## config.mk

```make
export PLATFORM = sky130hd
export DESIGN_NAME = dra_cell
export DESIGN_NICKNAME = d
export VERILOG_FILES = /design/src/design/dra_pkg.sv /design/src/design/dra_cell.sv
export SDC_FILE = /design/constraint.sdc
export NUM_CORES = 1
export LEC_CHECK = 0
export ABC_CLOCK_PERIOD_IN_PS = 6300
export BUFFER_PORTS_ARGS = -buffer_cell sky130_fd_sc_hd__buf_2
export CORE_ASPECT_RATIO = 1.4
export CORE_MARGIN = 3
export CORE_UTILIZATION = 55
export DETAILED_ROUTE_END_ITERATION = 10
export PLACE_DENSITY = 0.85
export REMOVE_ABC_BUFFERS = 1
export SYNTH_ARGS = -nofsm -noshare
export SYNTH_HDL_FRONTEND = slang
export SYNTH_SLANG_ARGS = --single-unit
```

## constraint.sdc

```tcl
create_clock -name i_clk -period 6.3 [get_ports i_clk]
set_input_delay 0.63 -clock i_clk [delete_from_list [all_inputs] [get_ports i_clk]]
set_output_delay 0.63 -clock i_clk [all_outputs]
set_load 0.05 [all_outputs]
```

## src/design/dra_pkg.sv

```systemverilog
// Shared types, sizes and codes of the descriptor range allocator.
package dra_pkg;

    // Sizes
    localparam int NUM_POOLS  = 3;
    localparam int FREE_SLOTS = 64;
    localparam int CFG_POOLS  = 3;
    localparam int POOL_IW    = (NUM_POOLS > 1) ? $clog2(NUM_POOLS) : 1;
    localparam int IDX_W      = $clog2(FREE_SLOTS);
    localparam int CNT_W      = $clog2(FREE_SLOTS + 1);
    localparam int CFG_IDX_W  = 3;
    localparam int CFG_DATA_W = 16;

    // Register indexes of the configuration port
    localparam logic [CFG_IDX_W-1:0] REG_CAP0 = 3'd0;
    localparam logic [CFG_IDX_W-1:0] REG_CAP1 = 3'd1;
    localparam logic [CFG_IDX_W-1:0] REG_CAP2 = 3'd2;
    localparam logic [CFG_IDX_W-1:0] REG_STR0 = 3'd3;
    localparam logic [CFG_IDX_W-1:0] REG_STR1 = 3'd4;
    localparam logic [CFG_IDX_W-1:0] REG_STR2 = 3'd5;

    // Register reset values
    localparam logic [15:0] CAP0_RST   = 16'd20000;
    localparam logic [15:0] CAP1_RST   = 16'd1024;
    localparam logic [15:0] CAP2_RST   = 16'd300;
    localparam logic [8:0]  STRIDE_RST = 9'd32;

    // Command codes
    localparam logic CMD_ALLOC = 1'b0;
    localparam logic CMD_FREE  = 1'b1;

    typedef enum logic [2:0] {
        ST_REUSED  = 3'd0,
        ST_FRESH   = 3'd1,
        ST_FREED   = 3'd2,
        ST_NOSPACE = 3'd3,
        ST_FULL    = 3'd4,
        ST_BAD     = 3'd5
    } t_status;

    typedef struct packed {
        logic        command;
        logic [1:0]  pool;
        logic [15:0] count;
        logic [15:0] free_base;
    } t_in_item;

    typedef struct packed {
        t_status     status;
        logic [15:0] base_index;
        logic [23:0] byte_offset;
        logic [15:0] range_count;
    } t_out_item;

    // Search token that travels along the cell chain
    typedef struct packed {
        logic             valid;
        logic             hit;
        logic [IDX_W-1:0] hit_idx;
        logic [15:0]      hit_base;
        logic [15:0]      last_base;
        logic [15:0]      last_cnt;
    } t_tok;

    // Query broadcast to every cell while a search runs
    typedef struct packed {
        logic [1:0]       pool;
        logic [15:0]      count;
        logic [CNT_W-1:0] n;
    } t_query;

    // Entry write broadcast to every cell
    typedef struct packed {
        logic             en;
        logic [1:0]       pool;
        logic [IDX_W-1:0] idx;
        logic [15:0]      base;
        logic [15:0]      count;
    } t_wr;

endpackage

```

## src/design/dra_cell.sv

```systemverilog
// One free-list slot of every pool, with one stage of the search chain.
module dra_cell (
    input  logic                      i_clk,
    input  logic                      i_rst_n,
    input  logic [dra_pkg::IDX_W-1:0] i_idx,
    input  dra_pkg::t_query           i_query,
    input  dra_pkg::t_wr              i_wr,
    input  dra_pkg::t_tok             i_tok,
    output dra_pkg::t_tok             o_tok
);
    import dra_pkg::*;

    logic [15:0] r_base [NUM_POOLS];
    logic [15:0] r_cnt  [NUM_POOLS];
    t_tok        r_tok;
    t_tok        n_tok;
    logic [15:0] sel_base;
    logic [15:0] sel_cnt;
    logic        in_list;
    logic        is_last;

    // Look at this slot's entry of the addressed pool
    always_comb begin
        sel_base = r_base[i_query.pool[POOL_IW-1:0]];
        sel_cnt  = r_cnt[i_query.pool[POOL_IW-1:0]];
        in_list  = CNT_W'(i_idx) < i_query.n;
        is_last  = (CNT_W'(i_idx) + CNT_W'(1)) == i_query.n;
        n_tok    = i_tok;
        if (i_tok.valid && !i_tok.hit && in_list && sel_cnt == i_query.count) begin
            n_tok.hit      = 1'b1;
            n_tok.hit_idx  = i_idx;
            n_tok.hit_base = sel_base;
        end
        if (is_last) begin
            n_tok.last_base = sel_base;
            n_tok.last_cnt  = sel_cnt;
        end
    end

    // Hand the token on to the next cell
    always_ff @(posedge i_clk) begin
        if (!i_rst_n) begin
            r_tok.valid <= 1'b0;
        end else begin
            r_tok.valid <= n_tok.valid;
        end
        r_tok.hit       <= n_tok.hit;
        r_tok.hit_idx   <= n_tok.hit_idx;
        r_tok.hit_base  <= n_tok.hit_base;
        r_tok.last_base <= n_tok.last_base;
        r_tok.last_cnt  <= n_tok.last_cnt;
    end

    // Store an entry written to this slot
    always_ff @(posedge i_clk) begin
        if (i_wr.en && i_wr.idx == i_idx) begin
            r_base[i_wr.pool[POOL_IW-1:0]] <= i_wr.base;
            r_cnt[i_wr.pool[POOL_IW-1:0]]  <= i_wr.count;
        end
    end

    assign o_tok = r_tok;

endmodule

```

[After elaboration in Yosys (flattened, before gate mapping)]
Memories as Yosys holds them, arrays and structs flattened.
Index checks and enable logic that the tools add are counted.
Operators by class
  muxes and demuxes: 4
  eq/ne operators: 3
  add/sub/neg operators: 1
  magnitude comparators: 1
  reductions and logical operators: 5
Operator list (number)
  2-to-1 mux 32 bit: 1
  2-to-1 mux 22 bit: 1
  equality test 16 bit: 1
  adder 6 x 1 -> 7 bit, second input constant: 1
  equality test 7 bit: 1
  < comparator 6 x 7 -> 1 bit: 1
  equality test 6 bit: 1
  logical AND 1 bit: 4
  2-to-1 mux 1 bit: 2
  zero test 1 bit: 1
Word-level totals
  memory bits (writable): 96
  register bits after elaboration: 56
  logic and storage cells: 22
  output and inout port bits: 56
  memories: 2
Memories
  r_base: words 3, width 16, read ports 1, clocked after Yosys merged registers in 0, wr ports 1, line dra_cell.sv:13  | logic [15:0] r_base [NUM_POOLS];
  r_cnt: words 3, width 16, read ports 1, clocked after Yosys merged registers in 0, wr ports 1, line dra_cell.sv:14  | logic [15:0] r_cnt [NUM_POOLS];

[Logic depth before layout (Yosys ltp)]
Gate-level depths: netlist (run 1).
  depth after elaboration: 5
  gate-level depth with buffers: 11
  gate-level depth less buffers: 8

[Worst setup path after synthesis (run 1)]
Ideal clock, no wire load.
  path kind: input to register
  start: input i_idx[2] (netlist name)
  end: memory r_base[2][0] (enable)
  cell stages on the path: 5
  path buffers: 1
  required time: 5.832 ns
  arrival time: 3.956 ns
  setup slack: 1.876 ns
  cell sequence: clkbuf_1 > xnor2_1 > nand4_1 > or4_1 > nor3b_1
On the way
  longest elaborated chain between the ends: 4
RTL lines
  start, declared: line dra_cell.sv:5  | input logic [dra_pkg::IDX_W-1:0] i_idx,
  equality test 6 bit: line dra_cell.sv:56  | if (i_wr.en && i_wr.idx == i_idx) begin
  logical AND 1 bit: line dra_cell.sv:56
  2-to-1 mux 1 bit: line dra_cell.sv:56
  2-to-1 mux 1 bit (not written as such): line dra_cell.sv:57  | r_base[i_wr.pool[POOL_IW-1:0]] <= i_wr.base;
  end, declared: line dra_cell.sv:13
No other way between the ends.

==> flow_summary.yaml, run 1 <==
status:
  status: "finished clean"
power_and_ir_drop:
  p_int_mw: 1.710
  powerDensity_mw_per_mm2: 295.6
  leakage_nw: 3.146
  p_sw_frac: 0.2442
  p_switching_mw: 0.5523
  p_comb_frac: 0.103
  peakVddDrop_uv: 249.4
  seqPwrFrac: 0.479
  clockPowerShare: 0.417
min_path:
  hp-start: "i_wr[25]"
  hold_depth: 1
  hp-class: "in -> reg"
drt:
  vias_per_cell: 5.319
  final_antenna_net_count: 0
  drt_pre_antenna_iters: 4
  routed_wl_um: 13370
  wl_per_cell_um: 17.64
  drtIter0Drc: 218
  vias: 4032
  route.detailed.drc: 0
grt:
  gr-usage-met2: 0.3958
  grt_antenna_before_repair: 2
  busiest_layer: "met2"
  grtUsageMet3: 0.05075
  grt_max_degree: 47
  grtUsageTotal: 0.2183
  grt_first_pass_wirelength_um: 20140
  gr-usage-met1: 0.2397
  gr-total-overflow: 0
  grt_pass1_vias: 4257
placement:
  place_area_mm2: 0.007093
  dp_hpwl_um: 9164
  port_buffers: 185
  gp_congestion: 0.7704
sta:
  setup_viol: 0
  fin_crit_sh: 0.5561
  fmax_mhz: 285.5
  maxSlewViolCount: 0
  max-slew-margin-rel: 0.3102
  fin_crit_ps: 3503
  clock_skew_ps: 9.892
  setup-tns-final_ps: 0
  worst_pin_slew_ps: 1035
  rsz0062_at_grt: "false"
  hold_viol: 0
clocking:
  clk_pin_slew_ps: 60
  clock-sinks: 152
  post-cts-setup-buffer-count: 0
  cts_tree: "yes"
  ctsHtreeMaxLevel: 4
  holdBufCountCts: 0
  cts-root-buf: "clkbuf_16"
  numCtsBuffers: 17
  ctsResizeCount: 0
  clk_latency_ps: 410
  cts_max_path_buffers: 2
synth:
  synth_top_cell_area_share: 0.4752
  synth_area_per_cell_um2: 14.55
  synthTopCellsByArea: "edfxtp_1 48%, dfxtp_1 18%, mux2_2 9.7%, mux2i_1 5.3%, o21ai_0 2.8%"
  yosysWarnings: 0
  synthCells: 417
  yosysTopAreaCell: "edfxtp_1"
  synthArstFlopShare: 0
  yosysSeqAreaShare: 0.6601
  ys_ff_latch: 152
  synthesis.area_mm2: 0.006066
  synth_top_flop_cell: "edfxtp_1"
  synth_cell_types: 38
  synth_edf_count: 96
final_layout:
  mostFrequentLayoutCells: "185 x buf_2, 96 x edfxtp_1, 56 x dfxtp_1, 52 x mux2_2, 34 x o21ai_0"
  drive_above_1_share: 0.4523
  final_common_cell: "buf_2"
  syn_to_final_growth_pct: 26.13
  finalNetCount: 743
  fin_area_mm2: 0.007651
worst_setup_path:
  end_kind: "register"
  start_kind: "input pin"
  crit_cells: 8
  startpoint: "i_query[23]"
  worst-endpoint-arrival_ps: 3800
  max_stage_delay_ps: 770
  worstSetupPathType: "in -> reg"
  critPathTopFamily: "buffers and inverters"
  path_buf_inv: 2
  crit_slowest_cell: "buf_2"
  worstRegToRegCells: 7
  crit_fanout: 32
  crit_chain: "buf_2 > mux2i_1 > a211o_1 > nand4_1 > or4_4 > nor4_4 > buf_4 > mux2_2"
  reg2reg_from: "r_cnt[1][5]"
  critPathRequiredTime_ps: 6600
floorplanning:
  start_util: 0.5739
  die_x_um: 94.76
  core_area_mm2: 0.01057
  io_pins: 186
  die_area_mm2: 0.01234
  rows: 44
  die_y_um: 130.3
flow_run:
  maxCapViolCount: 0
==> cell usage after synthesis (4+ instances only) <==
master and n:
edfxtp_1 96, dfxtp_1 56, mux2_2 52, o21ai_0 34
mux2i_1 32, nand2_1 32, xnor2_1 14, inv_1 9
nor2b_1 9, o211ai_1 9, a211o_1 8, xor2_1 8
ha_1 7, buf_2 6, nand4_1 6, buf_6 5
clkbuf_1 5, nand3_1 4
==> worst paths after layout <==
check	slack [ps]	to
worst min-delay path	420	r_base[1][9]
worst max register to register	3560	o_tok[33]
worst min register to register	620	o_tok[30]
worst max-delay path	2800	o_tok[33]
==> per-stage QoR <==
stage | setup WS, ps | total power [mW] | std cells | hold slack, ps | utilization
floorplan | 2072 | 1.242 | 397 | 569.8 | -
global placement | 2452 | 1.331 | 725 | 590.2 | 0.6710
detailed placement | 2383 | 1.339 | 725 | 601.5 | 0.6710
CTS | 2781 | 2.276 | 757 | 399.0 | 0.7236
global route | 2612 | 2.337 | 758 | 405.4 | 0.7238
finish | 2797 | 2.262 | 758 | 417.2 | 0.7238
==> sequential cells by signal (all words and copies together) (netlist names) <==
name and cells:
r_base 48, r_cnt 48, o_tok 56
==> power groups by stage <==
stage | clock, mW | sequential (mW) | combinational (mW)
after floorplan | 0 | 1.18 | 0.0627
after global placement | 0 | 1.10 | 0.226
after detailed placement | 0 | 1.11 | 0.233
after CTS | 0.957 | 1.08 | 0.235
after global routing | 1.00 | 1.09 | 0.250
final | 0.944 | 1.08 | 0.234
==> logic make-up after synthesis <==
group / share of synthesized area
DFF: 0.6601
muxes: 0.1531
and+or+nand+nor: 0.05611
AOI/OAI and AO/OA: 0.05837
buffers and inverters: 0.02620
xor gates and xnor gates: 0.03177
adders and majority gates: 0.01444
==> worst reg2reg max path: stages, from the launching register on <==
cell	delay, ps
edfxtp_1	380
mux2i_1	300
a211o_1	190
nand4_1	70
or4_4	520
nor4_4	410
buf_4	380
mux2_2	390
==> layer usage <==
metal  part of all wire  up-vias
met3              0.060       24
met2               0.55      154
met1               0.37     1923
met4              0.020        2
met5            0.00097        -
li1                   -     1929
==> cell type report <==
cell class	instances	area [µm²]
Inverter	9	33.78
Antenna cell	1	2.502
Tap cell	138	172.7
Multi-Input combinational cell	236	1919
Sequential cell	152	4004
Timing Repair Buffer	190	963.4
Clock buffer	18	429.2
Fill cell	733	2919
Clock inverter	14	126.4
Note: power is estimated with default switching activity, not from simulation.
==> run 2, diff against run 1 <==
--- a/config.mk
+++ b/config.mk
@@ -5,13 +5,13 @@
 export SDC_FILE = /design/constraint.sdc
 export NUM_CORES = 1
 export LEC_CHECK = 0
-export ABC_CLOCK_PERIOD_IN_PS = 6300
+export ABC_CLOCK_PERIOD_IN_PS = 3000
 export BUFFER_PORTS_ARGS = -buffer_cell sky130_fd_sc_hd__buf_2
 export CORE_ASPECT_RATIO = 1.4
 export CORE_MARGIN = 3
-export CORE_UTILIZATION = 55
+export CORE_UTILIZATION = 46
 export DETAILED_ROUTE_END_ITERATION = 10
-export PLACE_DENSITY = 0.85
+export PLACE_DENSITY = 0.76
 export REMOVE_ABC_BUFFERS = 1
 export SYNTH_ARGS = -nofsm -noshare
 export SYNTH_HDL_FRONTEND = slang
==> constraint.sdc (replaced) <==
create_clock -name i_clk -period 3 [get_ports i_clk]
set_input_delay 0.3 -clock i_clk [delete_from_list [all_inputs] [get_ports i_clk]]
set_output_delay 0.3 -clock i_clk [all_outputs]
set_load 0.05 [all_outputs]
==> flow_summary.yaml, run 2 (same netlist as run 1, synthesis figures left out) <==
worst_setup_path:
  worstRegToRegCells: 7
  worstSetupPathType: "in -> reg"
  end_kind: "register"
  path_buf_inv: 2
  regToRegSetupSlack_ps: 600
  start_kind: "input pin"
  crit_chain: "buf_2 > mux2i_1 > a211o_1 > nand4_1 > or4_4 > nor4_4 > buf_12 > mux2_2"
  crit_cells: 8
  crit_fanout: 23
  max_stage_delay_ps: 590
  crit_slowest_cell: "or4_4"
  critPathTopFamily: "simple AND/OR/NAND/NOR gates"
  critPathRequiredTime_ps: 3290
  worst-endpoint-arrival_ps: 2710
placement:
  post-place-cells: 744
  port_buffers: 185
  dp_hpwl_um: 9428
  place_area_mm2: 0.007167
  gp_congestion: 0.8530
floorplanning:
  start_util: 0.4711
  io_pins: 186
  die_x_um: 103.1
  die_y_um: 141.9
  rows: 49
  core_area_mm2: 0.01287
  die_area_mm2: 0.01462
sta:
  hold_viol: 0
  fmax_mhz: 413.7
  maxSlewViolCount: 0
  worst_pin_slew_ps: 591.6
  setup_viol: 0
  rsz0062_at_grt: "false"
  setup-tns-final_ps: 0
  fin_crit_sh: 0.8057
  fin_crit_ps: 2417
  timing.hold.ws_ps: 90.31
  max-slew-margin-rel: 0.6056
  clock_skew_ps: 7.108
drt:
  vias_per_cell: 5.184
  drtIter0Drc: 149
  wl_per_cell_um: 17.56
  top_layer: "met4"
  wl_met2_um: 7340
  routed_wl_um: 13640
  wl_met1_um: 5117
  routed-wl-met3_um: 799
  final_antenna_net_count: 0
  vias: 4028
  drt_pre_antenna_iters: 4
  route.detailed.drc: 0
clocking:
  ctsResizeCount: 0
  post-cts-setup-buffer-count: 0
  numCtsBuffers: 17
  clock-sinks: 152
  cts-root-buf: "clkbuf_16"
  cts_max_path_buffers: 2
  cts_tree: "yes"
  clk_pin_slew_ps: 60
  clk_latency_ps: 410
  ctsHtreeMaxLevel: 4
  holdBufCountCts: 0
grt:
  grt_first_pass_wirelength_um: 20160
  gr-total-overflow: 0
  grt_pass1_vias: 4161
  grtUsageTotal: 0.1852
  grt_max_degree: 40
  grt_antenna_before_repair: 1
power_and_ir_drop:
  total_power_mw: 4.906
  leakage_nw: 3.207
  powerDensity_mw_per_mm2: 630.1
  peakVddDrop_uv: 367.6
final_layout:
  fin_area_mm2: 0.007786
  mostFrequentLayoutCells: "185 x buf_2, 96 x edfxtp_1, 56 x dfxtp_1, 52 x mux2_2, 34 x o21ai_0"
  final_cell_count_no_fill: 777
  register_area_mm2: 0.004004
  syn_to_final_growth_pct: 28.36
  multi_input_area_mm2: 0.001919
  fill_cells: 976
  drive_above_1_share: 0.4510
  final_common_cell: "buf_2"
  finalNetCount: 747
  largest_reg_flops: 56
min_path:
  hp-class: "in -> reg"
  hold_depth: 1
flow_run:
  maxCapViolCount: 0
status:
  status: "finished clean"
## run 2: worst paths after layout
kind,start,to
min reg2reg,r_base[2][9],o_tok[25]
min,i_wr[24],r_base[1][8]
max reg2reg,r_cnt[1][2],o_tok[34]
max,i_query[23],o_tok[34]
## run 2: per-stage QoR
step           utilization  setup WS, ps
2_1_floorplan            -        -898.2
3_5_place_dp        0.5567         159.2
3_3_place_gp        0.5567         262.4
6_report            0.6048         582.8
4_1_cts             0.6046         596.8
5_1_grt             0.6048         464.5
## run 2: layer usage
metal | vias to the layer above | track usage
li1 | 1939 | -
met1 | 1905 | 0.2014
met2 | 149 | 0.3253
met3 | 35 | 0.05066
met4 | 0 | 0.09004
met5 | - | 0
## run 2: power by group
part	internal [mW]	switching [mW]
Clock	1.35	0.783
Sequential	2.27	0.0103
Combinational	0.182	0.313
Total	3.80	1.11
## run 2: final cells by class
cell class | count | area share
tap | 153 | 0.02459
clock inverter | 4 | 0.003053
multi-input combinational | 236 | 0.2465
sequential | 152 | 0.5142
clock buffer | 28 | 0.07617
timing repair buffer | 194 | 0.1308
inverter | 9 | 0.004339
antenna | 1 | 0.0003214
